### src/sv/snnc_pkg.sv
// Shared types and constants for the scaled nearest-neighbor classifier.
// Used by snnc_ctrl, snnc_datapath and the top level; depends on nothing.
package snnc_pkg;

	// Field widths of the transaction payload and the configuration port
	localparam int OP_W     = 2;
	localparam int FILL_W   = 15;
	localparam int RATIO_W  = 16;
	localparam int LABEL_W  = 8;
	localparam int SCALE_W  = 16;
	localparam int CFG_IDX_W = 1;

	// Default table depth
	localparam int TABLE_ENTRIES_DEF = 64;

	// Op codes
	localparam logic [OP_W-1:0] OP_CLEAR = 2'd0;
	localparam logic [OP_W-1:0] OP_LOAD  = 2'd1;
	localparam logic [OP_W-1:0] OP_QUERY = 2'd2;

	// Configuration register indexes
	localparam logic [CFG_IDX_W-1:0] REG_FILL_SCALE  = 1'b0;
	localparam logic [CFG_IDX_W-1:0] REG_RATIO_SCALE = 1'b1;

	// Reset value of both inverse scales (1.0 in Q8.8)
	localparam logic [SCALE_W-1:0] SCALE_RESET = 16'd256;

	// Kind of result to present for the current transaction
	typedef enum logic [1:0] {
		RES_NONE,
		RES_QUERY,
		RES_REFUSED
	} res_kind_t;

	// Controller to datapath commands
	typedef struct packed {
		logic      capture;      // latch query features, restart scan
		logic      clear_table;  // entry count back to zero
		logic      write_entry;  // store input item at entry count
		logic      issue;        // read one entry and push it into the pipe
		logic      load_out;     // load the output register
		res_kind_t res_kind;     // what load_out presents
	} snnc_cmd_t;

	// Datapath to controller status
	typedef struct packed {
		logic table_full;
		logic table_empty;
		logic scan_last;   // current scan index is the last stored entry
		logic pipe_busy;   // some entry still in the distance pipe
	} snnc_status_t;

endpackage

### src/sv/snnc_ctrl.sv
// Controller: transaction handshake, scan sequencing and output valid.
// Drives snnc_datapath through snnc_cmd_t; depends on snnc_pkg.
module snnc_ctrl (
	input  logic                          clk,
	input  logic                          arst_n,
	input  logic                          in_valid,
	output logic                          in_ready,
	input  logic [snnc_pkg::OP_W-1:0]     op,
	output logic                          out_valid,
	input  logic                          out_ready,
	input  snnc_pkg::snnc_status_t        status,
	output snnc_pkg::snnc_cmd_t           cmd
);
	import snnc_pkg::*;

	typedef enum logic [1:0] {
		S_IDLE,
		S_SCAN,
		S_DRAIN,
		S_DONE
	} state_t;

	state_t    state_q;
	res_kind_t kind_q;
	logic      out_valid_q;

	assign in_ready  = (state_q == S_IDLE);
	assign out_valid = out_valid_q;

	// Command decode
	always_comb begin
		cmd = '0;
		cmd.res_kind = kind_q;
		case (state_q)
			S_IDLE: begin
				if (in_valid) begin
					cmd.capture = 1'b1;
					case (op)
						OP_CLEAR: cmd.clear_table = 1'b1;
						OP_LOAD:  cmd.write_entry = !status.table_full;
						default: ;
					endcase
				end
			end
			S_SCAN:  cmd.issue = 1'b1;
			S_DONE:  cmd.load_out = !out_valid_q || out_ready;
			default: ;
		endcase
	end

	// State, result kind and output valid
	always_ff @(posedge clk or negedge arst_n) begin
		if (!arst_n) begin
			state_q     <= S_IDLE;
			kind_q      <= RES_NONE;
			out_valid_q <= 1'b0;
		end else begin
			// a new result replaces the one taken in the same cycle
			if (cmd.load_out) begin
				out_valid_q <= 1'b1;
			end else if (out_ready) begin
				out_valid_q <= 1'b0;
			end
			case (state_q)
				S_IDLE: begin
					if (in_valid) begin
						case (op)
							OP_LOAD: begin
								state_q <= S_DONE;
								kind_q  <= status.table_full ? RES_REFUSED : RES_NONE;
							end
							OP_QUERY: begin
								kind_q  <= RES_QUERY;
								state_q <= status.table_empty ? S_DONE : S_SCAN;
							end
							default: begin
								state_q <= S_DONE;
								kind_q  <= RES_NONE;
							end
						endcase
					end
				end
				S_SCAN: begin
					if (status.scan_last) begin
						state_q <= S_DRAIN;
					end
				end
				S_DRAIN: begin
					if (!status.pipe_busy) begin
						state_q <= S_DONE;
					end
				end
				S_DONE: begin
					if (cmd.load_out) begin
						state_q <= S_IDLE;
					end
				end
				default: state_q <= S_IDLE;
			endcase
		end
	end

endmodule

### config.mk
export PLATFORM = sky130hd
export DESIGN_NAME = snnc_ctrl
export DESIGN_NICKNAME = d
export VERILOG_FILES = /design/src/sv/snnc_pkg.sv /design/src/sv/snnc_ctrl.sv
export SDC_FILE = /design/constraint.sdc
export NUM_CORES = 1
export LEC_CHECK = 0
export BUFFER_PORTS_ARGS = -buffer_cell sky130_fd_sc_hd__buf_2
export CAP_MARGIN = 30
export CORE_AREA = 2 2 39 41
export CTS_CLUSTER_SIZE = 8
export DETAILED_ROUTE_END_ITERATION = 12
export DIE_AREA = 0 0 41 43
export GPL_TIMING_DRIVEN = 0
export PLACE_DENSITY_LB_ADDON = 0.1
export SYNTH_ARGS = -nofsm -noshare
export SYNTH_HDL_FRONTEND = slang
export SYNTH_SLANG_ARGS = --single-unit
### constraint.sdc
create_clock -name clk -period 1.7 [get_ports clk]
set_clock_uncertainty 0.05 [all_clocks]
set_input_delay 0.51 -clock clk [delete_from_list [all_inputs] [get_ports clk]]
set_output_delay 0.51 -clock clk [all_outputs]
set_load 0.1 [all_outputs]
==> results_dict.tcl, run 1 <==
set metrics [dict create \
    outcome "complete, but fails checks" \
    violations "negative setup slack" \
    cp.arrival_ps 1470 \
    timing.fmax_mhz 492.0 \
    antenna_found_initial 0 \
    finalHoldViolCount 0 \
    die-area_mm2 0.001763 \
    grt_pass1_wl_um 1600 \
    vias 358 \
    crit_required_ps 1140 \
    wirelength_um 946 \
    ys_ff_latch 5 \
    mostFrequentLayoutCells "12 x buf_2, 10 x buf_4, 5 x buf_12" \
    ant_nets 0 \
    cts_tree "yes" \
    endpoint_kind "primary output" \
    ys_seq_area_frac 0.3571 \
    cts_sinks 5 \
    core_area_mm2 0.001384 \
    clk_pin_slew_worst_paths_ps 40 \
    cts_buffers 3 \
    synth_warnings 0 \
    io_pins 19 \
    clk_latency_ps 240 \
    synthAdderAreaFrac 0.1786 \
    syn_inst 35 \
    synth_compound_area_frac 0.09643 \
    maxCapViolations 0 \
    cts.htree.levels 1 \
    clk_path_buf_depth 2 \
    syn_nets 50 \
    drive_gt1_frac 0.7059 \
    timing.hold.ws_ps 22.46 \
    final_common_cell "buf_2" \
    r2r_slack_ps 60 \
    synth_top_area_share 0.3571 \
    crit_fanout 2 \
    cp_slowest_cell "dfrtp_1" \
    ys_top_cells_by_area "dfrtp_1 36%, ha_1 18%, nand2b_1 7.1%, nand2_1 5.4%, mux2_4 4.3%" \
    synthSimpleGateAreaFrac 0.2536 \
    final-instance-count-excl-fill 84 \
    n_antenna_cell 0 \
    cp.buffers_inverters 2 \
    grt-ovfl-total 0 \
    hold_path.class "input pin to async pin" \
    die_y_um 43 \
    vias_per_cell 4.262 \
    grt_max_degree 6 \
    worst_pin_slew_ps 482.2 \
    rsz0062_at_grt "yes" \
    setup_violations 6 \
    first_iter_violations 5 \
    dp_cells 69 \
    num_rows 14 \
    critPathKind "register to primary output" \
    yosysTopAreaCell "dfrtp_1" \
    first_pass_iters 2 \
    syn_to_final_growth_pct 114.3 \
    cts_hold_buffers 0 \
    place_congestion 0.6472 \
    cts_root_buf "clkbuf_4" \
    slew_violations 0 \
    fin_crit_sh 1.196 \
    fin_nets 84 \
    worstSetupStartpointType "register" \
    ys_types 17 \
    synth_area_um2 350.3 \
    slew_headroom 0.6807 \
    drc 0 \
    setup_ws_ps -332.6 \
    synth_xor_area_frac 0 \
    groute.usage.overall 0.1386 \
    avgSynthCellArea_um2 10.01 \
    slowest_delay_ps 400 \
    die_x_um 41 \
    avgRoutedWirePerCell_um 11.26 \
    cp_cell_sequence "inv_2 -> ha_4 -> nand2_8 -> nor4b_4 -> buf_6" \
    crit_family "flip-flops" \
    port_buffers 18 \
    synth_mux_area_frac 0.07143 \
    period_needed_ps 2033 \
    start_util 0.2532 \
    synth_top_family_by_area "simple AND/OR/NAND/NOR gates" \
    grt_pass1_vias 375 \
    hpwl_um 636.6 \
]
## routing by layer
layer | part of all wire | track usage
met5 | 0 | 0
met2 | 0.53 | 0.2031
met3 | 0.045 | 0.01571
met4 | 0.020 | 0.1000
met1 | 0.41 | 0.1768
## synthesized netlist by cell type, drive strengths merged
master,number
and2,1
dfrtp,5
ha,5
inv,4
mux2,1
mux2i,1
nand2,5
nand2b,5
nand3b,1
nor2,1
nor3,1
nor4b,1
o2111ai,1
o21ai,2
o22a,1
## kinds of logic (layout without fill, tap and decap cells)
logic type               after synthesis  after routing
AND/OR/NAND/NOR                       15             15
adder cells (fa/ha/maj)                5              5
flip-flops                             5              5
multiplexers                           2              2
buffers and inverters                  4             37
AO/OA/AOI/OAI                          4              4
## per-stage QoR
step                      utilization  TNS [ps]  setup WS [ps]  cell area (um^2)
final                          0.5425     -1281         -332.6             750.7
after floorplan                     -     -2370         -945.3             412.9
after global placement         0.3779    -808.5         -366.5             523.0
after global routing           0.5425     -1590         -406.3             750.7
after CTS                      0.5099    -947.8         -328.1             705.7
after detailed placement       0.3779    -829.5         -373.0             523.0
## final timing paths
check	cells past startpoint	start	end
min in group clk	2	kind_q[0]	kind_q[0]
min	1	arst_n	kind_q[0]
max	5	state_q[0]	cmd[4]
max reg2reg	8	state_q[1]	state_q[1]
max in group asynchronous	1	arst_n	out_valid
min reg2reg	2	kind_q[0]	kind_q[0]
## sequential cells by signal (all words and copies together) (netlist names)
signal and count:
state_q 2, out_valid 1, kind_q 2
## timing repair
| action | 4_1_cts | 5_1_grt |
|---|---|---|
| setup endpoints to repair | 6 | 6 |
| pin swaps | 5 | 3 |
| resized for setup | 25 | 3 |
| buffers inserted | 9 | 3 |
## layout make-up
class / instances / area (um^2)
inverter: 4 / 18.77
clock buffer: 4 / 26.28
sequential: 5 / 126.4
tap: 16 / 20.02
timing repair buffer: 29 / 257.7
multi-input combinational: 26 / 301.5
fill: 120 / 633.1
Power of run 1 is not shown: default switching activity piles up to over one toggle a cycle in this logic, so the estimate is an artifact.
==> inputs of run 2 (changes only) <==
- TNS_END_PERCENT: default -> 1
==> run 2 against run 1 <==
  * The run still ends with negative setup slack left
  * Via count fell by 3.6%
  * Design area shrank 11%
  * Utilization fell by 5.7 points
  * Sequential share of layout area grew 1.8 points
  * First-iteration DRC count down 80%
  * Register-to-register slack gained 150 ps
  * Clock-buffer cell count unchanged
==> results_dict.tcl, run 2 (synthesis results as in run 1) <==
set metrics [dict create \
    crit_required_ps 1140 \
    violations "negative setup slack" \
    cts_buffers 3 \
    rr_worst_depth 6 \
    avgRoutedWirePerCell_um 9.962 \
    cts_root_buf "clkbuf_4" \
    setup_violations 6 \
    slew_headroom 0.6801 \
    slew_violations 0 \
    wirelength_um 787 \
    clk_latency_ps 240 \
    rr_endpoint "state_q[1]" \
    vias_per_cell 4.367 \
    start_util 0.2532 \
    outcome "complete, but fails checks" \
    period_needed_ps 2022 \
    grt_pass1_wl_um 1428 \
    cp.arrival_ps 1460 \
    port_buffers 18 \
    hpwl_um 593.6 \
    syn_to_final_growth_pct 91.79 \
    r2r_slack_ps 210 \
    endpoint_kind "primary output" \
    clk_pin_slew_worst_paths_ps 40 \
    cts_hold_buffers 0 \
    critPathKind "register to primary output" \
    clk_path_buf_depth 2 \
    vias 345 \
    die_y_um 43 \
    crit_end "cmd[4]" \
    groute.usage.overall 0.1242 \
    crit_fanout 4 \
    worstSetupStartpointType "register" \
    slowest_delay_ps 390 \
    place_congestion 0.6254 \
    setup_ws_ps -321.8 \
    fin_crit_sh 1.189 \
    antenna_found_initial 0 \
    first_pass_iters 4 \
    cts_tree "yes" \
    worst_pin_slew_ps 483.2 \
    die-area_mm2 0.001763 \
    dpl_cell_area_um2 506.7 \
    critPathLaunch "state_q[1]" \
    die_x_um 41 \
    grt_max_degree 6 \
    fin_nets 79 \
    rsz0062_at_grt "yes" \
    grt_pass1_vias 381 \
    mostFrequentLayoutCells "12 x buf_2, 6 x buf_4, 5 x dfrtp_1" \
    finalHoldViolCount 0 \
    first_iter_violations 1 \
    fin_area_um2 671.9 \
    cts_sinks 5 \
    num_rows 14 \
    timing.fmax_mhz 494.6 \
    hold_path.class "input pin to async pin" \
    cp_cell_sequence "inv_2 -> ha_4 -> nand2_8 -> nor4b_4 -> buf_6" \
    n_antenna_cell 0 \
    drive_gt1_frac 0.6032 \
    drc 0 \
    cts.htree.levels 1 \
    io_pins 19 \
    reg2reg_from "state_q[1]" \
    maxCapViolations 0 \
    cp_slowest_cell "dfrtp_1" \
    core_area_mm2 0.001384 \
    timing.hold.ws_ps 24.38 \
    final_common_cell "buf_2" \
    grt-ovfl-total 0 \
    ant_nets 0 \
]
[run 2: layout make-up]
type | count | area, um^2
multi-input cells | 26 | 277.8
clock buffers | 4 | 26.28
flip-flops and latches | 5 | 125.1
well taps | 16 | 20.02
inverters | 4 | 15.01
fillers | 131 | 711.9
repair buffers | 24 | 207.7
[run 2: layer usage]
layer  GRT usage  share of wire  vias to the layer above
li1            -              -                      173
met1      0.1508           0.39                      153
met2      0.1719           0.50                       17
met3     0.05236          0.090                        2
met4     0.08000          0.017                        0
met5           0              0                        -
[run 2: worst min-delay path by stage]
| stage | to | slack (ps) |
|---|---|---|
| floorplan | kind_q[0] | 160 |
| global placement | out_valid | 280 |
| detailed placement | out_valid | 280 |
| CTS | state_q[1] | 20 |
| global route | kind_q[0] | 20 |
| finish | out_valid | 20 |
[run 2: per-stage QoR]
step	worst slack [ps]	utilization	setup TNS [ps]	instances
2_1_floorplan	-949.6	-	-3237	35
3_3_place_gp	-345.0	0.3662	-713.0	69
3_5_place_dp	-344.0	0.3662	-694.5	69
4_1_cts	-337.1	0.4855	-825.8	79
5_1_grt	-408.6	0.4855	-1170	79
6_report	-321.8	0.4855	-787.4	79
[run 2: what timing repair did]
action / CTS / global route
setup buffers: 6 / 0
resized for setup: 23 / 0
endpoints found under the setup margin: 6 / 6
pin swaps: 3 / 1
[run 2: critical path: cells and delay by family, from the launching register on]
kind / cells / cell delay [ps]
DFF: 1 / 390
and+or+nand+nor: 2 / 310
adders and majority gates: 1 / 170
buffers and inverters: 2 / 350
Power of run 2 is left out for the same reason.
==> inputs of run 3 (changes only) <==
- ABC_AREA: default -> 1
- PLACE_DENSITY_LB_ADDON: 0.1 -> default
- RECOVER_POWER: default -> 50
==> run 3 against run 2 <==
  * The flow still finishes with violations (negative setup slack)
  * Setup slack improved by 70 ps
  * Routed wire length rose by 8.5%
  * Sequential cell count did not move
  * Cell count increased by 22%
  * Clock-buffer cell count is the same
  * Worst hold slack improved by 23 ps
  * Critical endpoint unchanged
  * Die area is the same
==> results_dict.tcl, run 3 <==
set metrics [dict create \
    outcome "complete, but fails checks" \
    violations "negative setup slack" \
    syn_inst 51 \
    synth_top_area_share 0.3425 \
    grt_max_degree 6 \
    syn_to_final_growth_pct 85.27 \
    clk_latency_ps 250 \
    num_rows 14 \
    cts.htree.levels 1 \
    synth_compound_area_frac 0.06849 \
    worst_pin_slew_ps 484.2 \
    grt_busiest_layer "met2" \
    synthAdderAreaFrac 0.1712 \
    clk_path_buf_depth 2 \
    core_area_mm2 0.001384 \
    fin_nets 96 \
    hpwl_um 580.5 \
    cp.arrival_ps 1390 \
    rsz0062_at_grt "yes" \
    grt_pass1_wl_um 1221 \
    maxCapViolations 0 \
    synthSimpleGateAreaFrac 0.3253 \
    synth_ff_type "dfrtp_1" \
    first_pass_iters 4 \
    ys_top_cells_by_area "dfrtp_1 34%, ha_1 17%, nand2_1 16%, inv_1 9.2%, nor2_1 5.1%" \
    worstSetupStartpointType "register" \
    mostFrequentLayoutCells "14 x nand2_1, 12 x buf_2, 8 x buf_4" \
    io_pins 19 \
    synth_xor_area_frac 0 \
    syn_nets 66 \
    synth_warnings 0 \
    synth_area_um2 365.4 \
    timing.fmax_mhz 512.4 \
    cts_hold_buffers 0 \
    cts_buffers 3 \
    ys_types 13 \
    avgSynthCellArea_um2 7.164 \
    synth.most_common_cell "nand2_1" \
    port_buffers 18 \
    fin_util 0.4892 \
    grtUsageMet3 0.06283 \
    antenna_found_initial 0 \
    gr-usage-met2 0.1688 \
    setup_violations 6 \
    ys_top_cells_by_count "16 x nand2_1, 9 x inv_1, 5 x dfrtp_1, 5 x ha_1, 5 x nor2_1" \
    hold_path.class "input pin to async pin" \
    synth_mux_area_frac 0 \
    drive_gt1_frac 0.5000 \
    finalHoldViolCount 0 \
    grt_pass1_vias 360 \
    wirelength_um 854 \
    grt-ovfl-total 0 \
    slew_violations 0 \
    cts_tree "yes" \
    groute.usage.overall 0.1067 \
    ant_nets 0 \
    use_met1 0.1006 \
    ys_seq_area_frac 0.3425 \
    final_common_cell "nand2_1" \
    die-area_mm2 0.001763 \
    ys_ff_latch 5 \
    fin_crit_sh 1.148 \
    yosysTopAreaCell "dfrtp_1" \
    cts_sinks 5 \
    endpoint_kind "primary output" \
    first_iter_violations 6 \
    synth_top_family_by_area "simple AND/OR/NAND/NOR gates" \
    period_needed_ps 1952 \
    cts_root_buf "clkbuf_4" \
    start_util 0.2640 \
    synth_edf_count 0 \
    die_y_um 43 \
    critPathKind "register to primary output" \
    n_antenna_cell 0 \
    vias_per_cell 4.208 \
    async_reset_ff_frac 1.000 \
    slew_headroom 0.6794 \
    avgRoutedWirePerCell_um 8.896 \
    place_congestion 0.6761 \
    die_x_um 41 \
    crit_required_ps 1140 \
    clk_pin_slew_worst_paths_ps 40 \
    vias 404 \
    setup_ws_ps -251.6 \
    crit_fanout 3 \
    drc 0 \
]
## run 3: cell types whose count changed after synthesis, moves of 2 or more
cell and change:
nand2b_1 -4, nand2_2 +2, o21bai_1 +2, nand2_1 +11, nor2_1 +4, nand3_1 +2
inv_1 +6
## run 3: cells by family (layout without fill, tap and decap cells)
kind of cell / after synthesis / in the layout
compound gates: 4 / 4
fa+ha+maj: 5 / 5
buf+inv: 9 / 38
flops: 5 / 5
simple gates: 28 / 28
## run 3: final cells by class
| class | count | area (um^2) |
|---|---|---|
| fillers | 133 | 706.9 |
| clock buffers | 4 | 26.28 |
| flip-flops and latches | 5 | 125.1 |
| well taps | 16 | 20.02 |
| multi-input cells | 37 | 264.0 |
| inverters | 9 | 37.54 |
| repair buffers | 25 | 203.9 |
## run 3: per-layer routing
metal  wire (um)  up-vias
li1            -      214
met1         348      180
met2         451       10
met3          55        0
met4           0        0
met5           0        -
## run 3: through the flow
step                      TNS (ps)  hold WS [ps]  cell area, um^2  worst slack (ps)  cells
after CTS                   -944.7         12.01            645.6            -254.4     94
after global placement      -591.4         276.5            524.3            -280.7     85
after detailed placement    -584.3         274.4            524.3            -279.5     85
after global routing         -1380         56.94            676.9            -345.2     96
after floorplan              -2678         164.4            414.1            -808.2     51
final                       -943.1         47.46            676.9            -251.6     96
## run 3: critical path, stage by stage, from the launching register on
cell and delay (ps):
dfrtp_1 410, inv_2 100, ha_4 150, nand2_4 70
clkinvlp_4 80, nand2_2 60, nor2_4 100, buf_12 180
## run 3: final timing paths
path / start / end / slack [ps] / cells past startpoint
worst min-delay path: arst_n / kind_q[1] / 50 / 1
min in group clk: kind_q[1] / kind_q[1] / 420 / 2
worst min register to register: kind_q[1] / kind_q[1] / 420 / 2
worst max register to register: state_q[0] / state_q[0] / 330 / 6
max in group asynchronous: arst_n / state_q[0] / 1350 / 1
worst max-delay path: state_q[0] / cmd[4] / -250 / 7
## run 3: timing repair
item,CTS,global route
pin swaps,4,0
endpoints found under the setup margin,6,6
resized for setup,16,3
buffers inserted,5,2
Power of run 3 is left out for the same reason.
